$ cat src/hdl/hkvt_pkg.sv
`default_nettype none
package hkvt_pkg;

  localparam logic [31:0] FNV_BASIS = 32'd2166136261;
  localparam logic [31:0] FNV_PRIME = 32'd16777619;

  typedef enum logic [1:0] {
    OP_PUT    = 2'd0,
    OP_GET    = 2'd1,
    OP_TAKE   = 2'd2,
    OP_FLUSH  = 2'd3
  } op_t;

  typedef enum logic [2:0] {
    ST_OK          = 3'd0,
    ST_FULL        = 3'd1,
    ST_TABLE_EMPTY = 3'd2,
    ST_BUCKET_EMPTY = 3'd3,
    ST_NOT_FOUND   = 3'd4
  } status_t;

  // Command driven by the controller to all cells for one cycle.
  typedef struct packed {
    logic wr_val;    // write value into the selected slot
    logic ins;       // insert key, value and bucket into the selected slot
    logic clr;       // free the selected slot
    logic flush;     // free every slot
  } cell_cmd_t;

endpackage
`default_nettype wire

$ cat src/hdl/hkvt_cell.sv
`default_nettype none
module hkvt_cell #(
  parameter int IDX_W = 4,
  parameter int VAL_W = 32,
  parameter int KEY_W = 64
) (
  input  wire                       clk,
  input  wire                       rst_n,
  input  wire logic [IDX_W-1:0]     my_idx,
  input  wire hkvt_pkg::cell_cmd_t  cmd,
  input  wire logic [IDX_W-1:0]     sel_idx,
  input  wire logic [KEY_W-1:0]     wr_key,
  input  wire logic [VAL_W-1:0]     wr_value,
  input  wire logic [IDX_W-1:0]     wr_bucket,
  // Search token moving along the chain.
  input  wire logic                 prev_found,
  input  wire logic [IDX_W-1:0]     prev_hit,
  input  wire logic                 prev_free_ok,
  input  wire logic [IDX_W-1:0]     prev_free,
  input  wire logic [VAL_W-1:0]     prev_value,
  output logic                      next_found,
  output logic [IDX_W-1:0]          next_hit,
  output logic                      next_free_ok,
  output logic [IDX_W-1:0]          next_free,
  output logic [VAL_W-1:0]          next_value
);

  logic             used_r;
  logic [KEY_W-1:0] key_r;
  logic [VAL_W-1:0] value_r;
  logic [IDX_W-1:0] bucket_r;
  logic             match;

  // Slot state updates.
  always_ff @(posedge clk) begin
    if (!rst_n) begin
      used_r <= 1'b0;
    end else if (cmd.flush) begin
      used_r <= 1'b0;
    end else if (sel_idx == my_idx) begin
      if (cmd.ins) used_r <= 1'b1;
      else if (cmd.clr) used_r <= 1'b0;
    end
  end

  always_ff @(posedge clk) begin
    if (sel_idx == my_idx && (cmd.ins || cmd.wr_val)) begin
      value_r <= wr_value;
    end
    if (sel_idx == my_idx && cmd.ins) begin
      key_r    <= wr_key;
      bucket_r <= wr_bucket;
    end
  end

  // Compare against the search key and pass the token on.
  assign match = used_r && bucket_r == wr_bucket && key_r == wr_key;

  always_ff @(posedge clk) begin
    if (!prev_found && match) begin
      next_found <= 1'b1;
      next_hit   <= my_idx;
      next_value <= value_r;
    end else begin
      next_found <= prev_found;
      next_hit   <= prev_hit;
      next_value <= prev_value;
    end
    if (!prev_free_ok && !used_r) begin
      next_free_ok <= 1'b1;
      next_free    <= my_idx;
    end else begin
      next_free_ok <= prev_free_ok;
      next_free    <= prev_free;
    end
  end

endmodule
`default_nettype wire

$ cat src/hdl/hashed_key_value_table.sv
`default_nettype none
// Hashed key-value table with TABLE_SIZE slots in a chain of slot cells.
// Input channel: drive in_op, in_key and in_write_value with start high while
// busy is low; that edge accepts the beat. Each command yields exactly one
// result beat: out_status and out_read_value are shown for one cycle with
// out_valid high. The receiver cannot stall.
// Steps: byte-wise FNV-1a hashing (one multiply per cycle; all eight key
// bytes are always walked, whatever KEY_BYTES is), then a scan while a
// search token walks the cell chain (all cells are stable while it walks),
// then an update state and a result state. busy stays high until the result
// cycle ends, so a new command is taken only after the previous result; one
// item is in work at once. Flush takes the same path as every other command.
// Reset (synchronous, rst_n low) frees every slot and clears all counts;
// key and value storage is not cleared.
// read_value is zero for put, flush and every failed lookup.
module hashed_key_value_table #(
  parameter int TABLE_SIZE = 16,
  parameter int KEY_BYTES  = 8,
  parameter int VALUE_BITS = 32
) (
  input  wire               clk,
  input  wire               rst_n,
  input  wire               start,
  output logic              busy,
  input  wire logic [1:0]   in_op,
  input  wire logic [63:0]  in_key,
  input  wire logic [31:0]  in_write_value,
  output logic              out_valid,
  output logic [2:0]        out_status,
  output logic [31:0]       out_read_value
);

  localparam int IDX_W = $clog2(TABLE_SIZE);
  localparam int CNT_W = $clog2(TABLE_SIZE + 1);
  localparam int VAL_W = VALUE_BITS > 32 ? 32 : VALUE_BITS;
  // The byte counter always walks all eight key bytes.
  localparam int BYTE_W = 3;

  typedef enum logic [2:0] {
    S_IDLE, S_HASH, S_SCAN, S_EXEC, S_DONE
  } state_t;

  state_t              state_r;
  logic [1:0]          op_r;
  logic [63:0]         key_r;
  logic [VAL_W-1:0]    val_r;
  logic [31:0]         hash_r;
  logic [BYTE_W-1:0]   byte_r;
  logic                stop_r;
  logic [IDX_W:0]      step_r;
  logic [CNT_W-1:0]    stored_r;
  logic [CNT_W-1:0]    bcount_r [TABLE_SIZE];
  logic [2:0]          status_r;
  logic [31:0]         rd_r;
  logic                out_valid_r;

  hkvt_pkg::cell_cmd_t cmd;
  logic [IDX_W-1:0]    sel_idx;
  logic [IDX_W-1:0]    bucket;
  logic [7:0]          cur_byte;
  logic [31:0]         hash_x;

  logic                 c_found [TABLE_SIZE+1];
  logic [IDX_W-1:0]     c_hit   [TABLE_SIZE+1];
  logic                 c_fok   [TABLE_SIZE+1];
  logic [IDX_W-1:0]     c_free  [TABLE_SIZE+1];
  logic [VAL_W-1:0]     c_val   [TABLE_SIZE+1];

  assign bucket   = hash_r[IDX_W-1:0];
  assign cur_byte = key_r[8*byte_r[2:0] +: 8];
  assign hash_x   = hash_r ^ {24'd0, cur_byte};

  assign c_found[0] = 1'b0;
  assign c_hit[0]   = '0;
  assign c_fok[0]   = 1'b0;
  assign c_free[0]  = '0;
  assign c_val[0]   = '0;

  // Row of slot cells; the search token advances one cell per cycle.
  for (genvar g = 0; g < TABLE_SIZE; g++) begin : g_cell
    hkvt_cell #(.IDX_W(IDX_W), .VAL_W(VAL_W), .KEY_W(64)) u_cell (
      .clk(clk), .rst_n(rst_n), .my_idx(IDX_W'(g)), .cmd(cmd),
      .sel_idx(sel_idx), .wr_key(key_r), .wr_value(val_r), .wr_bucket(bucket),
      .prev_found(c_found[g]), .prev_hit(c_hit[g]), .prev_free_ok(c_fok[g]),
      .prev_free(c_free[g]), .prev_value(c_val[g]),
      .next_found(c_found[g+1]), .next_hit(c_hit[g+1]),
      .next_free_ok(c_fok[g+1]), .next_free(c_free[g+1]),
      .next_value(c_val[g+1])
    );
  end

  // Cell command for the update cycle.
  always_comb begin
    cmd     = '0;
    sel_idx = c_found[TABLE_SIZE] ? c_hit[TABLE_SIZE] : c_free[TABLE_SIZE];
    if (state_r == S_EXEC) begin
      unique case (hkvt_pkg::op_t'(op_r))
        hkvt_pkg::OP_PUT: begin
          if (stored_r < CNT_W'(TABLE_SIZE)) begin
            cmd.wr_val = c_found[TABLE_SIZE];
            cmd.ins    = !c_found[TABLE_SIZE] && c_fok[TABLE_SIZE];
          end
        end
        hkvt_pkg::OP_FLUSH: cmd.flush = 1'b1;
        hkvt_pkg::OP_GET: ;
        hkvt_pkg::OP_TAKE: begin
          cmd.clr = stored_r != '0 && bcount_r[bucket] != '0 && c_found[TABLE_SIZE];
        end
        default: ;
      endcase
    end
  end

  // Controller: hash, scan, update, respond.
  always_ff @(posedge clk) begin
    if (!rst_n) begin
      state_r     <= S_IDLE;
      stored_r    <= '0;
      out_valid_r <= 1'b0;
      for (int i = 0; i < TABLE_SIZE; i++) bcount_r[i] <= '0;
    end else begin
      out_valid_r <= 1'b0;
      unique case (state_r)
        S_IDLE: begin
          if (start) begin
            op_r    <= in_op;
            key_r   <= in_key;
            val_r   <= in_write_value[VAL_W-1:0];
            hash_r  <= hkvt_pkg::FNV_BASIS;
            byte_r  <= '0;
            stop_r  <= 1'b0;
            state_r <= S_HASH;
          end
        end
        S_HASH: begin
          // Normalize the key and fold in one byte per cycle.
          if (stop_r || cur_byte == 8'd0) begin
            stop_r <= 1'b1;
            key_r[8*byte_r[2:0] +: 8] <= 8'd0;
          end else begin
            hash_r <= hash_x * hkvt_pkg::FNV_PRIME;
          end
          if (byte_r == BYTE_W'(7)) begin
            state_r <= S_SCAN;
            step_r  <= '0;
          end else if (byte_r == BYTE_W'(KEY_BYTES - 1)) begin
            stop_r <= 1'b1;
          end
          byte_r <= byte_r + 1'b1;
        end
        S_SCAN: begin
          step_r <= step_r + 1'b1;
          if (step_r == (IDX_W+1)'(TABLE_SIZE)) state_r <= S_EXEC;
        end
        S_EXEC: begin
          status_r <= hkvt_pkg::ST_OK;
          rd_r     <= '0;
          unique case (hkvt_pkg::op_t'(op_r))
            hkvt_pkg::OP_PUT: begin
              if (stored_r >= CNT_W'(TABLE_SIZE)) begin
                status_r <= hkvt_pkg::ST_FULL;
              end else if (!c_found[TABLE_SIZE]) begin
                if (c_fok[TABLE_SIZE]) begin
                  bcount_r[bucket] <= bcount_r[bucket] + 1'b1;
                  stored_r <= stored_r + 1'b1;
                end else begin
                  status_r <= hkvt_pkg::ST_FULL;
                end
              end
            end
            hkvt_pkg::OP_FLUSH: begin
              stored_r <= '0;
              for (int i = 0; i < TABLE_SIZE; i++) bcount_r[i] <= '0;
            end
            default: begin
              if (stored_r == '0) begin
                status_r <= hkvt_pkg::ST_TABLE_EMPTY;
              end else if (bcount_r[bucket] == '0) begin
                status_r <= hkvt_pkg::ST_BUCKET_EMPTY;
              end else if (!c_found[TABLE_SIZE]) begin
                status_r <= hkvt_pkg::ST_NOT_FOUND;
              end else begin
                rd_r <= 32'(c_val[TABLE_SIZE]);
                if (op_r == hkvt_pkg::OP_TAKE) begin
                  bcount_r[bucket] <= bcount_r[bucket] - 1'b1;
                  stored_r <= stored_r - 1'b1;
                end
              end
            end
          endcase
          out_valid_r <= 1'b1;
          state_r     <= S_DONE;
        end
        S_DONE: state_r <= S_IDLE;
        default: state_r <= S_IDLE;
      endcase
    end
  end

  assign busy           = state_r != S_IDLE;
  assign out_valid      = out_valid_r;
  assign out_status     = status_r;
  assign out_read_value = rd_r;

  // The item count never exceeds the table size.
  assert property (@(posedge clk) disable iff (!rst_n) stored_r <= CNT_W'(TABLE_SIZE))
    else $error("stored count overflow");
  // A result follows the update cycle.
  assert property (@(posedge clk) disable iff (!rst_n) state_r == S_EXEC |=> out_valid)
    else $error("missing result");
  // No result while idle-to-scan work is still underway.
  assert property (@(posedge clk) disable iff (!rst_n)
    (state_r == S_HASH || state_r == S_SCAN) |-> !out_valid_r)
    else $error("early result");

endmodule
`default_nettype wire

$ cat config.mk
export PLATFORM = sky130hd
export DESIGN_NAME = hashed_key_value_table
export DESIGN_NICKNAME = d
export VERILOG_FILES = /design/src/hdl/hkvt_pkg.sv /design/src/hdl/hkvt_cell.sv /design/src/hdl/hashed_key_value_table.sv
export SDC_FILE = /design/constraint.sdc
export NUM_CORES = 2
export LEC_CHECK = 0
export BUFFER_PORTS_ARGS = -buffer_cell sky130_fd_sc_hd__buf_2
export CORE_UTILIZATION = 55
export DETAILED_ROUTE_END_ITERATION = 8
export GPL_TIMING_DRIVEN = 0
export PLACE_DENSITY = 0.83
export SYNTH_ARGS = -nofsm -noshare
export SYNTH_HDL_FRONTEND = slang
export SYNTH_HIERARCHICAL = 1
export SYNTH_SLANG_ARGS = --single-unit
export TNS_END_PERCENT = 50
$ cat constraint.sdc
create_clock -name clk -period 7.47 [get_ports clk]
set_input_delay 2.241 -clock clk [delete_from_list [all_inputs] [get_ports clk]]
set_output_delay 2.241 -clock clk [all_outputs]
set_load 0.005 [all_outputs]
==> flow_summary.rst <==
.. list-table::
   :header-rows: 1

   * - Metric
     - Value
   * - Run status
     - finished, final reports clean
   * - Cts bufs inserted
     - 231
   * - Fraction of final layout cells sized beyond drive strength 1
     - 22.9%
   * - Switching pwr
     - 6440 uW
   * - Core area
     - 174000 sq um
   * - Final weighted congestion of routability-driven global placement
     - 0.842
   * - Post-route minimum period
     - 5.54 ns
   * - Setup-violating endpoint count in the final report
     - 0
   * - Number of flops mapped to enable cells by yosys
     - 1826
   * - Fraction of power consumed by sequential logic
     - 53.2%
   * - Cell area after synthesis
     - 96900 sq um
   * - Highest fanout seen on the critical path
     - 21
   * - Kind of capture point of the worst setup path
     - register
   * - I/O Buffers
     - 137
   * - Type of the worst setup path
     - input port to register
   * - Initial core utilization
     - 55.5%
   * - Register area share after synthesis
     - 71.1%
   * - Area fraction in compound gates after synthesis
     - 2.42%
   * - Most used flip-flop cell after synthesis
     - sky130_fd_sc_hd__edfxtp_1
   * - Clock Sinks
     - 2527
   * - Worst clock skew
     - 0.0618 ns
   * - Number of pins exceeding their max-slew limit in the final report
     - 0
   * - Proportion of synthesized flip-flops having asynchronous set or reset
     - 0%
   * - Power after layout
     - 29200 uW
   * - Power per standard cell area
     - 259 nW/um^2
   * - Violation count after the first detailed-routing iteration
     - 5299
   * - Remaining routing DRC violations
     - 0
   * - Maximum VDD drop
     - 267 uV
   * - Vias in the first global route
     - 53700
   * - Number of setup buffers added after CTS
     - 0
   * - Die Area
     - 178000 sq um
   * - Global-route wire length before repair
     - 337000 microns
   * - Worst rel slew slack
     - 25.2%
   * - Dominant combinational cell family by area after synthesis
     - multiplexers
   * - Worst EP arrival
     - 6.09 ns
   * - Worst endpoint required time
     - 8.02 ns
   * - Switching share of power
     - 22.1%
   * - Post-synthesis adder-cell area fraction
     - 0.279%
   * - Max Root-Sink Buffers
     - 3
   * - Final Instance Area
     - 113000 sq um
   * - Total wirelength of the detailed-routed design
     - 226000 microns
   * - Post-synth cell types
     - 76
   * - Std cell rows
     - 153
   * - Average cell area after synthesis
     - 17.3 sq um
   * - Setup slack after placement
     - 1.19 ns
   * - RSZ-0062 raised after global routing
     - false
   * - Height of the die
     - 422 microns
   * - Flop and latch count out of synthesis
     - 2527
   * - Number of optimization iterations in the first detailed-route pass
     - 7
   * - Type of the most critical hold path
     - register to register
   * - Sum of negative setup slack
     - 0 ns
   * - Cell at the root of the clock tree
     - sky130_fd_sc_hd__clkbuf_16
   * - Overflow left after global routing
     - 0
   * - NumNets Final
     - 6468
   * - Leading cell types in the layout, fill and taps excluded
     - sky130_fd_sc_hd__edfxtp_1, sky130_fd_sc_hd__xor2_1, sky130_fd_sc_hd__dfxtp_1
   * - Transition at the pin with the smallest max-transition slack
     - 1.11 ns
   * - Most common cell after layout, fill and taps aside
     - sky130_fd_sc_hd__edfxtp_1
   * - GR Util All Layers
     - 25.2%
   * - Fill cell count
     - 10800
   * - Synthesized-area fraction occupied by and/or/nand/nor cells
     - 4.67%
   * - Mux cell area share after synthesis
     - 10.1%
   * - Routed length per instance
     - 25.5 microns
   * - Final Hold Violating Endpoints
     - 0
   * - Post-Synth XOR/XNOR Area
     - 9.24%
   * - Via count
     - 51300
   * - Width of the chip
     - 422 microns
   * - Clk slew on worst S/H paths
     - 0.06 ns
   * - Post-layout worst setup margin
     - 1.93 ns
   * - Top-level I/O count
     - 138
   * - Post-DP Area
     - 105000 sq um
   * - Kind of launch point of the worst setup path
     - input port
   * - Peak Freq
     - 180 MHz
   * - HPWL reported at the end of detailed placement
     - 134000 microns
   * - Total leakage power
     - 0.0420 uW
   * - Part of the power in combinational logic
     - 5.7%
   * - CTS tree
     - yes
   * - Per-cell via count in the routed design
     - 5.78
   * - Pin count of the biggest net entering global routing
     - 70
   * - Area growth, synth to finish
     - 16.4%
   * - Share of the clock period used by the worst path after layout
     - 74.2%
   * - Post-Syn Instances
     - 5597
   * - Final core area utilization
     - 64.6%
   * - Clock share of power
     - 41.1%
   * - Internal power
     - 22800 uW
   * - Ys Warns
     - 6
   * - Depth of the CTS H-tree
     - 4
   * - # Max-Cap Violations
     - 0
   * - Clock latency on the worst-skew pair
     - 0.87 ns
   * - DRT antenna net count
     - 0
   * - Count of hold-fix buffers inserted at cts
     - 0
   * - Number of antenna violations at the first check in global routing
     - 8
   * - Number of gates given a new drive strength after cts
     - 0
[state kept, by name, summed over array words and instances, names as in the netlist, named ones only]
register	cells
g_cell.u_cell/key_r	1024
val_r	32
g_cell.u_cell/next_hit	64
out_read_value	32
g_cell.u_cell/next_free	64
hash_r	4
stored_r	5
g_cell.u_cell/next_value	512
key_r	64
state_r	3
g_cell.u_cell/value_r	512
byte_r	3
step_r	5
g_cell.u_cell/bucket_r	64
g_cell.u_cell/used_r	16
g_cell.u_cell/next_found	16
out_valid	1
op_r	2
bcount_r	80
g_cell.u_cell/next_free_ok	16
stop_r	1
out_status	3
[synthesized netlist by cell type (48+ instances only)]
library cell	number	area share, %
sky130_fd_sc_hd__edfxtp_1	1826	57
sky130_fd_sc_hd__xor2_1	757	6.8
sky130_fd_sc_hd__dfxtp_1	701	14
sky130_fd_sc_hd__mux2_4	464	7.2
sky130_fd_sc_hd__xnor2_1	265	2.4
sky130_fd_sc_hd__inv_1	198	0.77
sky130_fd_sc_hd__mux2_2	186	2.2
sky130_fd_sc_hd__nor4_1	186	1.2
sky130_fd_sc_hd__nand4_1	131	0.85
sky130_fd_sc_hd__and2_1	120	0.77
sky130_fd_sc_hd__nor2_1	77	0.30
sky130_fd_sc_hd__a21oi_1	58	0.30
sky130_fd_sc_hd__buf_12	48	0.99
sky130_fd_sc_hd__nand2_1	48	0.19
sky130_fd_sc_hd__o22ai_1	48	0.31
[cell families (layout without fill, tap and decap cells)]
kind of cell,after synthesis,after routing
xor gates and xnor gates,1022,1022
DFF,2527,2527
and+or+nand+nor,736,736
other,2,240
buffers and inverters,305,1022
muxes,694,694
AOI/OAI and AO/OA,290,290
adders and majority gates,21,21
[layout make-up]
| class | count | area (sq um) | area share, % |
|---|---|---|---|
| timing repair buffer | 282 | 4240 | 3.76 |
| antenna | 4 | 10.0 | 0.00888 |
| inverter | 200 | 751 | 0.666 |
| clock buffer | 312 | 6380 | 5.66 |
| multi-input combinational | 2999 | 26900 | 23.8 |
| buffer | 105 | 1360 | 1.20 |
| clock inverter | 123 | 1360 | 1.20 |
| sequential | 2527 | 68900 | 61.1 |
| tap | 2325 | 2910 | 2.58 |
[metrics by stage]
step           instances  hold WS, ns
6_report            8877        0.439
5_1_grt             8873        0.454
4_1_cts             8873        0.440
3_5_place_dp        8438        0.427
3_3_place_gp        8293        0.415
2_1_floorplan       5831        0.410
[path summary, 6_finish.rpt]
path,from,to,slack (ns),depth (start not counted)
max,rst_n,bcount_r[10][4]$_SDFFCE_PN0P_,1.93,14
min,g_cell[12].u_cell/next_free_ok$_SDFF_PP1_,g_cell[13].u_cell/next_free_ok$_SDFF_PP1_,0.44,1
max reg2reg,key_r[32]$_DFFE_PP_,key_r[4]$_DFFE_PP_,2.66,9
min reg2reg,g_cell[12].u_cell/next_free_ok$_SDFF_PP1_,g_cell[13].u_cell/next_free_ok$_SDFF_PP1_,0.44,1
[per-layer routing]
layer / global-route usage (%) / routed length, microns / vias up
met5: 0 / 51 / -
li1: - / - / 22100
met2: 42.8 / 112000 / 2732
met4: 11.5 / 11100 / 8
met3: 4.59 / 18300 / 612
met1: 31.4 / 84800 / 25800
[power groups by stage]
stage	Clock [uW]	Combinational [uW]	Sequential, uW
after floorplan	0	911	15800
after global placement	0	1110	16000
after detailed placement	0	1590	15800
after CTS	12100	1640	15500
after global routing	12600	1760	15600
final	12000	1660	15500
[critical path, stage by stage]
cell                       delay (ns)
sky130_fd_sc_hd__buf_2           0.31
sky130_fd_sc_hd__nand4b_1        0.34
sky130_fd_sc_hd__a211oi_2        0.67
sky130_fd_sc_hd__o21a_1          0.23
sky130_fd_sc_hd__buf_6           0.17
sky130_fd_sc_hd__buf_6           0.19
sky130_fd_sc_hd__xor2_1          0.16
sky130_fd_sc_hd__ha_1            0.29
sky130_fd_sc_hd__nand2_1         0.12
sky130_fd_sc_hd__a311oi_1        0.28
sky130_fd_sc_hd__a311oi_2        0.10
sky130_fd_sc_hd__o311ai_2        0.61
sky130_fd_sc_hd__buf_4           0.29
sky130_fd_sc_hd__nor3_1          0.08
No activity file was read; power rests on OpenSTA's default activity.
